`config.mk`:
```
export PLATFORM = sky130hd
export DESIGN_NAME = piecewise_linear_table_interp_top
export DESIGN_NICKNAME = d
export VERILOG_FILES = /design/src/design/pwli_pkg.sv /design/src/design/pwli_div.sv /design/src/design/piecewise_linear_table_interp_top.sv
export SDC_FILE = /design/constraint.sdc
export NUM_CORES = 2
export LEC_CHECK = 0
export BUFFER_PORTS_ARGS = -buffer_cell sky130_fd_sc_hd__buf_2
export CORE_MARGIN = 5
export CORE_UTILIZATION = 30
export DETAILED_ROUTE_END_ITERATION = 16
export HOLD_SLACK_MARGIN = 0.12
export MAX_ROUTING_LAYER = met4
export SYNTH_ARGS = -nofsm -noshare
export SYNTH_HDL_FRONTEND = slang
export SYNTH_SLANG_ARGS = --single-unit
```
`constraint.sdc`:
```
create_clock -name clk_i -period 8.9 [get_ports clk_i]
set_input_delay 2.225 -clock clk_i [delete_from_list [all_inputs] [get_ports clk_i]]
set_output_delay 2.225 -clock clk_i [all_outputs]
set_load 0.005 [all_outputs]
```
`src/design/pwli_pkg.sv`:
```
`timescale 1ns / 1ps
// ----------------------------------------------------------------------------
// Piecewise linear table interpolation: shared definitions
// Widths, status codes, register indexes and operation codes of the
// interpolation block; its divider uses only the arithmetic widths.
// ----------------------------------------------------------------------------
package pwli_pkg;

  // Table geometry.
  localparam int TableDepth = 64;
  localparam int AddrW      = $clog2(TableDepth);

  // Field widths.
  localparam int OpW    = 1;
  localparam int AzW    = 17;
  localparam int ResW   = 16;
  localparam int SlowW  = 13;
  localparam int CntW   = 7;
  localparam int StatW  = 2;

  // Interpolation arithmetic widths.
  localparam int DenW  = AzW + 1;          // difference of two azimuths
  localparam int DresW = ResW + 1;         // difference of two residuals
  localparam int NumW  = DenW + DresW;     // product of the two differences
  localparam int QuotW = NumW + 1;         // signed quotient
  localparam int SumW  = QuotW + 1;        // left residual plus quotient

  // One table entry: azimuth in the upper bits, residual in the lower.
  localparam int EntryW = AzW + ResW;

  // Configuration port.
  localparam int PaddrW = 4;
  localparam int PdataW = 32;

  // Operation codes.
  localparam logic [OpW-1:0] OpLoad  = 1'b0;
  localparam logic [OpW-1:0] OpQuery = 1'b1;

  // Register indexes.
  localparam logic [1:0] RegEntryCount = 2'd0;
  localparam logic [1:0] RegMinSlow    = 2'd1;
  localparam logic [1:0] RegMaxSlow    = 2'd2;

  // Reset values of the registers.
  localparam logic [CntW-1:0]  EntryCountRst = 7'd2;
  localparam logic [SlowW-1:0] MinSlowRst    = 13'd0;
  localparam logic [SlowW-1:0] MaxSlowRst    = 13'd5000;

  // Result status codes.
  localparam logic [StatW-1:0] StOk      = 2'd0;
  localparam logic [StatW-1:0] StNoTable = 2'd1;
  localparam logic [StatW-1:0] StAzRange = 2'd2;
  localparam logic [StatW-1:0] StOverrun = 2'd3;

endpackage

```
`src/design/pwli_div.sv`:
```
`timescale 1ns / 1ps
// ----------------------------------------------------------------------------
// Piecewise linear table interpolation: signed divider
// Restoring division of magnitudes, one quotient bit per cycle, with the sign
// applied at the end so that the quotient truncates toward zero.
// ----------------------------------------------------------------------------
module pwli_div (
  input  logic                                  clk_i,
  input  logic                                  rst_ni,
  input  logic                                  start_i,
  input  logic signed [pwli_pkg::NumW-1:0]      num_i,
  input  logic signed [pwli_pkg::DenW-1:0]      den_i,
  output logic                                  done_o,
  output logic signed [pwli_pkg::QuotW-1:0]     quot_o
);

  localparam int CntBits = $clog2(pwli_pkg::NumW);
  localparam logic [CntBits-1:0] LastStep = CntBits'(pwli_pkg::NumW - 1);

  logic                          busy_q, busy_d;
  logic                          done_q, done_d;
  logic [CntBits-1:0]            cnt_q, cnt_d;
  logic [pwli_pkg::NumW-1:0]     dvd_q, dvd_d;
  logic [pwli_pkg::DenW-1:0]     rem_q, rem_d;
  logic [pwli_pkg::DenW-1:0]     dmag_q, dmag_d;
  logic                          neg_q, neg_d;
  logic [pwli_pkg::DenW:0]       trial;
  logic                          qbit;
  logic [pwli_pkg::NumW-1:0]     num_mag;
  logic [pwli_pkg::DenW-1:0]     den_mag;

  // Magnitudes of the operands; the most negative value maps onto its
  // unsigned magnitude.
  assign num_mag = num_i[pwli_pkg::NumW-1] ? pwli_pkg::NumW'(-num_i) : num_i;
  assign den_mag = den_i[pwli_pkg::DenW-1] ? pwli_pkg::DenW'(-den_i) : den_i;

  // One restoring step: bring down the next dividend bit and try a subtract.
  assign trial = {rem_q, dvd_q[pwli_pkg::NumW-1]};
  assign qbit  = (trial >= {1'b0, dmag_q});

  always_comb begin
    busy_d = busy_q;
    done_d = 1'b0;
    cnt_d  = cnt_q;
    dvd_d  = dvd_q;
    rem_d  = rem_q;
    dmag_d = dmag_q;
    neg_d  = neg_q;
    if (start_i) begin
      busy_d = 1'b1;
      cnt_d  = '0;
      dvd_d  = num_mag;
      rem_d  = '0;
      dmag_d = den_mag;
      neg_d  = num_i[pwli_pkg::NumW-1] ^ den_i[pwli_pkg::DenW-1];
    end else if (busy_q) begin
      rem_d = qbit ? pwli_pkg::DenW'(trial - {1'b0, dmag_q})
                   : trial[pwli_pkg::DenW-1:0];
      dvd_d = {dvd_q[pwli_pkg::NumW-2:0], qbit};
      cnt_d = cnt_q + 1'b1;
      if (cnt_q == LastStep) begin
        busy_d = 1'b0;
        done_d = 1'b1;
      end
    end
  end

  // Control state.
  always_ff @(posedge clk_i or negedge rst_ni) begin
    if (!rst_ni) begin
      busy_q <= 1'b0;
      done_q <= 1'b0;
      cnt_q  <= '0;
    end else begin
      busy_q <= busy_d;
      done_q <= done_d;
      cnt_q  <= cnt_d;
    end
  end

  // Datapath registers.
  always_ff @(posedge clk_i) begin
    dvd_q  <= dvd_d;
    rem_q  <= rem_d;
    dmag_q <= dmag_d;
    neg_q  <= neg_d;
  end

  // After the last step the dividend register holds the quotient magnitude.
  assign done_o = done_q;
  assign quot_o = neg_q ? -$signed({1'b0, dvd_q}) : $signed({1'b0, dvd_q});

endmodule

```
`src/design/piecewise_linear_table_interp_top.sv`:
```
`timescale 1ns / 1ps
// ----------------------------------------------------------------------------
// Piecewise linear table interpolation
// Holds one table of ascending azimuth breakpoints with residual times and
// interpolates a residual for a queried azimuth and slowness.
// ----------------------------------------------------------------------------
//
//  Channel  Handshake                        Carries
//  -------  -------------------------------  ----------------------------------
//  in       in_valid_i / in_stall_o          op, entry_index, azimuth,
//                                            residual_value, slowness
//  out      out_valid_o / out_stall_i        residual, status
//  cfg      psel, penable, pwrite, pready    entry_count, min_slowness,
//                                            max_slowness
//
// A load writes the table memory at acceptance and does not stall the input.
// A query steps through RDLAST, CHK, SEARCH (k breakpoints, 1 to entries in
// use - 1, one entry a cycle from the read port), MUL, DIVS, DIV (bit-serial
// divider) and WB; the input stalls until the sequencer is back in idle, so the
// next item can be taken in the cycle after the result enters the output
// register. Queries that fail the slowness or azimuth range check go straight
// to WB; equal breakpoints skip the divider.
// The table holds no reset value; reset sets only control and config registers.
// A finished result waits in the output register while the next item is taken;
// while that register is still full and stalled, the next query holds its result.
// ----------------------------------------------------------------------------
module piecewise_linear_table_interp_top (
  input  logic                                   clk_i,
  input  logic                                   rst_ni,
  // Input channel
  input  logic                                   in_valid_i,
  output logic                                   in_stall_o,
  input  logic [pwli_pkg::OpW-1:0]               op_i,
  input  logic [pwli_pkg::AddrW-1:0]             entry_index_i,
  input  logic signed [pwli_pkg::AzW-1:0]        azimuth_i,
  input  logic signed [pwli_pkg::ResW-1:0]       residual_value_i,
  input  logic [pwli_pkg::SlowW-1:0]             slowness_i,
  // Output channel
  output logic                                   out_valid_o,
  input  logic                                   out_stall_i,
  output logic signed [pwli_pkg::ResW-1:0]       residual_o,
  output logic [pwli_pkg::StatW-1:0]             status_o,
  // Configuration port
  input  logic                                   psel,
  input  logic                                   penable,
  input  logic                                   pwrite,
  input  logic [pwli_pkg::PaddrW-1:0]            paddr,
  input  logic [pwli_pkg::PdataW-1:0]            pwdata,
  output logic [pwli_pkg::PdataW-1:0]            prdata,
  output logic                                   pready
);

  typedef enum logic [7:0] {
    ST_IDLE   = 8'b0000_0001,
    ST_RDLAST = 8'b0000_0010,
    ST_CHK    = 8'b0000_0100,
    ST_SEARCH = 8'b0000_1000,
    ST_MUL    = 8'b0001_0000,
    ST_DIVS   = 8'b0010_0000,
    ST_DIV    = 8'b0100_0000,
    ST_WB     = 8'b1000_0000
  } state_e;

  state_e                              state_q, state_d;

  logic [pwli_pkg::CntW-1:0]           entry_count_q;
  logic [pwli_pkg::SlowW-1:0]          min_slow_q;
  logic [pwli_pkg::SlowW-1:0]          max_slow_q;

  logic [pwli_pkg::EntryW-1:0]         mem_q [pwli_pkg::TableDepth];
  logic [pwli_pkg::EntryW-1:0]         rd_data_q;
  logic [pwli_pkg::AddrW-1:0]          rd_addr;
  logic                                mem_we;

  logic signed [pwli_pkg::AzW-1:0]     az_q, az_d;
  logic [pwli_pkg::CntW-1:0]           n_q, n_d;
  logic [pwli_pkg::AddrW-1:0]          idx_q, idx_d;
  logic signed [pwli_pkg::AzW-1:0]     first_az_q, first_az_d;
  logic signed [pwli_pkg::AzW-1:0]     prev_az_q, prev_az_d;
  logic signed [pwli_pkg::ResW-1:0]    prev_res_q, prev_res_d;
  logic signed [pwli_pkg::AzW-1:0]     cur_az_q, cur_az_d;
  logic signed [pwli_pkg::ResW-1:0]    cur_res_q, cur_res_d;
  logic signed [pwli_pkg::NumW-1:0]    num_q, num_d;
  logic signed [pwli_pkg::DenW-1:0]    den_q, den_d;
  logic signed [pwli_pkg::ResW-1:0]    res_q, res_d;
  logic [pwli_pkg::StatW-1:0]          stat_q, stat_d;

  logic                                out_valid_q, out_valid_d;
  logic signed [pwli_pkg::ResW-1:0]    out_res_q, out_res_d;
  logic [pwli_pkg::StatW-1:0]          out_stat_q, out_stat_d;

  logic                                in_acc;
  logic                                out_free;
  logic                                cfg_we;
  logic [pwli_pkg::CntW-1:0]           n_clamp;
  logic [pwli_pkg::AddrW-1:0]          last_idx;
  logic signed [pwli_pkg::AzW-1:0]     rd_az;
  logic signed [pwli_pkg::ResW-1:0]    rd_res;
  logic signed [pwli_pkg::DenW-1:0]    daz;
  logic signed [pwli_pkg::DresW-1:0]   dres;
  logic signed [pwli_pkg::SumW-1:0]    sum;
  logic                                div_start;
  logic                                div_done;
  logic signed [pwli_pkg::QuotW-1:0]   div_quot;

  // Handshake decode.
  assign in_acc     = in_valid_i && !in_stall_o;
  assign in_stall_o = (state_q != ST_IDLE);
  assign out_free   = !out_valid_q || !out_stall_i;

  // Configuration registers.
  assign pready = 1'b1;
  assign cfg_we = psel && penable && pwrite && pready;

  always_ff @(posedge clk_i or negedge rst_ni) begin
    if (!rst_ni) begin
      entry_count_q <= pwli_pkg::EntryCountRst;
      min_slow_q    <= pwli_pkg::MinSlowRst;
      max_slow_q    <= pwli_pkg::MaxSlowRst;
    end else if (cfg_we) begin
      unique case (paddr[3:2])
        pwli_pkg::RegEntryCount: entry_count_q <= pwdata[pwli_pkg::CntW-1:0];
        pwli_pkg::RegMinSlow:    min_slow_q    <= pwdata[pwli_pkg::SlowW-1:0];
        pwli_pkg::RegMaxSlow:    max_slow_q    <= pwdata[pwli_pkg::SlowW-1:0];
        default: ;
      endcase
    end
  end

  always_comb begin
    unique case (paddr[3:2])
      pwli_pkg::RegEntryCount: prdata = pwli_pkg::PdataW'(entry_count_q);
      pwli_pkg::RegMinSlow:    prdata = pwli_pkg::PdataW'(min_slow_q);
      pwli_pkg::RegMaxSlow:    prdata = pwli_pkg::PdataW'(max_slow_q);
      default:                 prdata = '0;
    endcase
  end

  // Entries in use, held between 2 and the table depth.
  always_comb begin
    priority if (entry_count_q < pwli_pkg::CntW'(2)) begin
      n_clamp = pwli_pkg::CntW'(2);
    end else if (entry_count_q > pwli_pkg::CntW'(pwli_pkg::TableDepth)) begin
      n_clamp = pwli_pkg::CntW'(pwli_pkg::TableDepth);
    end else begin
      n_clamp = entry_count_q;
    end
  end

  assign last_idx = pwli_pkg::AddrW'(n_q - 1'b1);

  // Table memory: one write port for loads, one registered read port.
  assign mem_we = in_acc && (op_i == pwli_pkg::OpLoad);

  always_comb begin
    unique case (state_q)
      ST_RDLAST: rd_addr = last_idx;
      ST_CHK:    rd_addr = pwli_pkg::AddrW'(1);
      ST_SEARCH: rd_addr = idx_q + 1'b1;
      default:   rd_addr = '0;
    endcase
  end

  always_ff @(posedge clk_i) begin
    if (mem_we) begin
      mem_q[entry_index_i] <= {azimuth_i, residual_value_i};
    end
    rd_data_q <= mem_q[rd_addr];
  end

  assign rd_az  = $signed(rd_data_q[pwli_pkg::EntryW-1:pwli_pkg::ResW]);
  assign rd_res = $signed(rd_data_q[pwli_pkg::ResW-1:0]);

  // Azimuth past the left breakpoint, and residual step between the breakpoints.
  assign daz  = pwli_pkg::DenW'(az_q) - pwli_pkg::DenW'(prev_az_q);
  assign dres = pwli_pkg::DresW'(cur_res_q) - pwli_pkg::DresW'(prev_res_q);

  // Left residual plus the signed quotient, before saturation.
  assign sum = pwli_pkg::SumW'(prev_res_q) + pwli_pkg::SumW'(div_quot);

  assign div_start = (state_q == ST_DIVS) && (den_q != '0);

  pwli_div u_div (
    .clk_i   (clk_i),
    .rst_ni  (rst_ni),
    .start_i (div_start),
    .num_i   (num_q),
    .den_i   (den_q),
    .done_o  (div_done),
    .quot_o  (div_quot)
  );

  // Query sequencer: range checks, breakpoint walk, multiply and divide.
  always_comb begin
    state_d    = state_q;
    az_d       = az_q;
    n_d        = n_q;
    idx_d      = idx_q;
    first_az_d = first_az_q;
    prev_az_d  = prev_az_q;
    prev_res_d = prev_res_q;
    cur_az_d   = cur_az_q;
    cur_res_d  = cur_res_q;
    num_d      = num_q;
    den_d      = den_q;
    res_d      = res_q;
    stat_d     = stat_q;
    unique case (state_q)
      ST_IDLE: begin
        if (in_acc && (op_i == pwli_pkg::OpQuery)) begin
          az_d  = azimuth_i;
          n_d   = n_clamp;
          res_d = '0;
          if ((slowness_i < min_slow_q) || (slowness_i >= max_slow_q)) begin
            stat_d  = pwli_pkg::StNoTable;
            state_d = ST_WB;
          end else begin
            stat_d  = pwli_pkg::StOk;
            state_d = ST_RDLAST;
          end
        end
      end
      ST_RDLAST: begin
        // First entry is on the read port.
        first_az_d = rd_az;
        prev_az_d  = rd_az;
        prev_res_d = rd_res;
        state_d    = ST_CHK;
      end
      ST_CHK: begin
        // Last entry in use is on the read port.
        if ((az_q < first_az_q) || (az_q > rd_az)) begin
          stat_d  = pwli_pkg::StAzRange;
          state_d = ST_WB;
        end else begin
          idx_d   = pwli_pkg::AddrW'(1);
          state_d = ST_SEARCH;
        end
      end
      ST_SEARCH: begin
        // Entry idx_q is on the read port; the next one is already requested.
        if (rd_az < az_q) begin
          prev_az_d  = rd_az;
          prev_res_d = rd_res;
          if ((pwli_pkg::CntW'(idx_q) + 1'b1) >= n_q) begin
            stat_d  = pwli_pkg::StOverrun;
            state_d = ST_WB;
          end else begin
            idx_d = idx_q + 1'b1;
          end
        end else begin
          cur_az_d  = rd_az;
          cur_res_d = rd_res;
          state_d   = ST_MUL;
        end
      end
      ST_MUL: begin
        num_d   = daz * dres;
        den_d   = pwli_pkg::DenW'(cur_az_q) - pwli_pkg::DenW'(prev_az_q);
        state_d = ST_DIVS;
      end
      ST_DIVS: begin
        // Equal breakpoints give the left residual.
        if (den_q == '0) begin
          res_d   = prev_res_q;
          state_d = ST_WB;
        end else begin
          state_d = ST_DIV;
        end
      end
      ST_DIV: begin
        if (div_done) begin
          priority if (sum > pwli_pkg::SumW'(32767)) begin
            res_d = pwli_pkg::ResW'(32767);
          end else if (sum < -pwli_pkg::SumW'(32768)) begin
            res_d = pwli_pkg::ResW'(-32768);
          end else begin
            res_d = sum[pwli_pkg::ResW-1:0];
          end
          state_d = ST_WB;
        end
      end
      ST_WB: begin
        if (out_free) begin
          state_d = ST_IDLE;
        end
      end
      default: state_d = ST_IDLE;
    endcase
  end

  // Output register: loaded from the sequencer, emptied by the sink.
  always_comb begin
    out_valid_d = out_valid_q;
    out_res_d   = out_res_q;
    out_stat_d  = out_stat_q;
    if (out_valid_q && !out_stall_i) begin
      out_valid_d = 1'b0;
    end
    if ((state_q == ST_WB) && out_free) begin
      out_valid_d = 1'b1;
      out_res_d   = res_q;
      out_stat_d  = stat_q;
    end
  end

  // Control state.
  always_ff @(posedge clk_i or negedge rst_ni) begin
    if (!rst_ni) begin
      state_q     <= ST_IDLE;
      out_valid_q <= 1'b0;
      idx_q       <= '0;
      n_q         <= pwli_pkg::EntryCountRst;
    end else begin
      state_q     <= state_d;
      out_valid_q <= out_valid_d;
      idx_q       <= idx_d;
      n_q         <= n_d;
    end
  end

  // Datapath registers.
  always_ff @(posedge clk_i) begin
    az_q       <= az_d;
    first_az_q <= first_az_d;
    prev_az_q  <= prev_az_d;
    prev_res_q <= prev_res_d;
    cur_az_q   <= cur_az_d;
    cur_res_q  <= cur_res_d;
    num_q      <= num_d;
    den_q      <= den_d;
    res_q      <= res_d;
    stat_q     <= stat_d;
    out_res_q  <= out_res_d;
    out_stat_q <= out_stat_d;
  end

  assign out_valid_o = out_valid_q;
  assign residual_o  = out_res_q;
  assign status_o    = out_stat_q;

`ifndef SYNTHESIS
  // An error result always carries a zero residual.
  a_err_zero: assert property (@(posedge clk_i) disable iff (!rst_ni)
    (out_valid_o && (status_o != pwli_pkg::StOk)) |-> (residual_o == '0))
    else $error("error result with non-zero residual");

  // The breakpoint walk never points past the entries in use.
  a_idx_bound: assert property (@(posedge clk_i) disable iff (!rst_ni)
    (state_q == ST_SEARCH) |-> (pwli_pkg::CntW'(idx_q) < n_q))
    else $error("search index beyond entries in use");

  // An accepted query always leaves the idle state.
  a_query_busy: assert property (@(posedge clk_i) disable iff (!rst_ni)
    (in_acc && (op_i == pwli_pkg::OpQuery)) |=> (state_q != ST_IDLE))
    else $error("query accepted without starting the sequencer");

  // The divider finishes only while the sequencer waits for it.
  a_div_done: assert property (@(posedge clk_i) disable iff (!rst_ni)
    div_done |-> (state_q == ST_DIV))
    else $error("divider finished outside the divide state");
`endif

endmodule

```
==> run summary <==
Post-synthesis sequential area ratio: 0.641
Slew of the pin with the lowest slew margin: 1.35 ns
Area share of the largest cell type after synthesis: 0.619
Final Cycle Share: 0.957
Unrepaired setup endpoints after global routing: false
Fmax: 117 MHz
Largest net degree at the start of global routing: 100
Hold Path Class: reg -> reg
Global-route wire length before repair: 432000 um
Met2 wire length: 139000 um
Worst path slowest cell: fa_1
Post-detail-place hpwl: 183000 um
Die H: 627 um
Post-Syn Instances: 7140
DIE WIDTH: 627 um
Finished Cell Area: 0.130 mm2
Critical Path AT: 9.21 ns
Clock Skew: 0.155 ns
Overall Power: 44000 uW
Crit. End Element: flop
WP data required: 9.59 ns
DR WL/cell: 22.8 um
Place WS: -0.113 ns
Area contributors post-synth: edfxtp_1, mux4_2, fa_1
Die area: 0.394 mm2
DR pass1 iterations: 5
Async S/R FF share, synth: 0.0255
WS Path Type: reg -> reg
Dpl cell area: 0.122 mm2
Residual DRC: 0
Vias per cell: 5.02
# fillers: 36.0k
Pleak: 0.0446 uW
Num CTS Buffers: 248
Met1 WL: 124000 um
Setup WS post-layout: 0.386 ns
Initial Util: 0.301
Worst-path fanout max: 7
Mean Syn Cell Area: 16.0 um2
FP Rows: 226
Via Count: 63.4k
Final hold viol count: 0
Max-cap violations: 0
Total global-route track usage: 0.148
CTS Sinks: 2469
Max Slew Vio Count: 0
# nets final: 8087
Max Used Layer: met4
Status: complete, no violations
Final core occ: 0.343
Initial antenna violation count: 13
Worst slew margin: 0.0974
Yosys cell types: 90
Worst path max stage delay: 0.52 ns
Initial DRC count: 5781
Post-synth EDFFs: 2355
Clk slew on worst S/H paths: 0.06 ns
CTS tree: built
Crit start category: flop
Dominant cell type by area after synthesis: edfxtp_1
Post-Syn Area: 0.114 mm2
H-tree depth: 4
Antenna-violating nets left: 0
Hold buffers post-CTS: 0
Total grt overflow: 0
Synth warn: 0
Max Buffers Root-to-Sink: 4
Root Buffer Master: clkbuf_16
Fraction of layout cells with a size suffix above 1: 0.184
VDD IR max: 1060 uV
PwrDens: 338 mW/mm2
GPL Wtd Cong: 0.865
Clk Latency, worst-skew pair: 0.94 ns
Final min period: 8.51 ns
Most frequent cells in the layout: edfxtp_1, nand2_1, mux4_2
Worst path most repeated cell: fa_1
Most used DFF post-synth: edfxtp_1
Commonest non-fill, non-tap cell in the layout: edfxtp_1
Core Region: 0.379 mm2
Area grow syn2layout: 13.9%
Final setup viols: 0
I/O Buffers: 107
Vias in the first global route: 65.8k
Final WL: 288000 um
I/O pins: 149
Synthesis-stage register bit count: 2469
WL met3: 19500 um
## through the flow
stage / std cells / TNS (ns) / hold WS (ns)
2_1_floorplan: 7158 / 0 / 0.400
3_3_place_gp: 12177 / 0 / 0.412
3_5_place_dp: 12177 / -0.113 / 0.413
4_1_cts: 12622 / 0 / 0.426
5_1_grt: 12632 / 0 / 0.439
6_report: 12637 / 0 / 0.422
## layout make-up
type / count / area (um2) / share of cell area
diodes: 13 / 32.5 / 0.000250
clock buffers: 306 / 6500 / 0.0500
clock inverters: 139 / 1340 / 0.0103
inverters: 519 / 1950 / 0.0150
multi-input cells: 3827 / 38200 / 0.293
flip-flops and latches: 2469 / 73300 / 0.563
well taps: 5016 / 6280 / 0.0482
repair buffers: 348 / 2580 / 0.0198
## worst max-delay path: cells and delay by family (launching register included)
family | cells | cell delay [ns]
buffers and inverters | 7 | 0.87
DFF | 1 | 0.39
AOI/OAI and AO/OA | 9 | 1.92
and+or+nand+nor | 9 | 1.90
adders and majority gates | 8 | 3.34
## state kept, by name, summed over array words and instances (netlist names), 18 cells and up
| register | cells |
|---|---|
| mem_q | 2112 |
| num_q | 35 |
| u_div.dvd_q | 35 |
| rd_data_q | 33 |
| den_q | 18 |
| u_div.dmag_q | 18 |
| u_div.rem_q | 18 |
## logic make-up (layout without fill, tap and decap cells)
family,count (synthesis),in the layout,share of synthesized area
buffers and inverters,862,1312,0.0317
DFF,2469,2469,0.641
xor gates and xnor gates,194,194,0.0149
other,2,33,0.0000657
and+or+nand+nor,1494,1494,0.0622
AOI/OAI and AO/OA,962,962,0.0571
muxes,579,579,0.109
adders and majority gates,578,578,0.0840
## power by group
| group | total (uW) | internal, uW | switching [uW] |
|---|---|---|---|
| clock | 10200 | 5800 | 4370 |
| combinational | 19800 | 8770 | 11000 |
| sequential | 14000 | 13900 | 110 |
| total | 44000 | 28500 | 15500 |
## synthesized netlist by cell type, types with 22 or more instances
library cell,instances
and3_1,28
nor2b_1,50
inv_1,519
xor2_1,66
buf_1,23
o21a_1,25
o31ai_1,34
edfxtp_1,2355
buf_6,23
a311oi_1,72
mux2i_1,24
clkbuf_1,234
o21ai_0,185
nand2b_1,52
a21oi_1,173
and2_1,152
nand2_1,604
or3_1,31
a211oi_1,191
nand4_1,22
a31oi_1,74
mux2_2,27
nor2_1,304
dfrtp_1,55
nand3_1,72
fa_1,316
ha_1,262
xnor2_1,128
a21o_1,51
buf_4,53
mux4_2,528
nor3_1,64
dfxtp_1,51
## metal layers
metal / track usage / up-vias
li1: - / 27799
met3: 0.0237 / 388
met2: 0.239 / 1962
met4: 0.0301 / 0
met1: 0.199 / 33253
met5: - / -
## final timing paths
| kind | slack (ns) | end | startpoint | cells past startpoint |
|---|---|---|---|---|
| worst max-delay path | 0.39 | num_q[34]$_DFFE_PP_ | prev_res_q[1]$_DFFE_PP_ | 33 |
| worst min-delay path | 0.42 | residual_o[2]$_DFFE_PP_ | res_q[2]$_DFFE_PP_ | 0 |
| worst max register to register | 0.39 | num_q[34]$_DFFE_PP_ | prev_res_q[1]$_DFFE_PP_ | 33 |
| worst min register to register | 0.42 | residual_o[2]$_DFFE_PP_ | res_q[2]$_DFFE_PP_ | 0 |
| max in group asynchronous | 6.80 | n_q[5]$_DFFE_PN0P_ | rst_ni | 1 |
| min in group asynchronous | 1.47 | u_div.cnt_q[3]$_DFFE_PN0P_ | rst_ni | 1 |
## repair_timing
action	CTS	global route
pin swaps	1	9
buffers inserted	0	2
setup endpoints to repair	2	11
gates resized for setup	6	28
cloned	0	0
No activity file was read; power rests on OpenSTA's default activity.
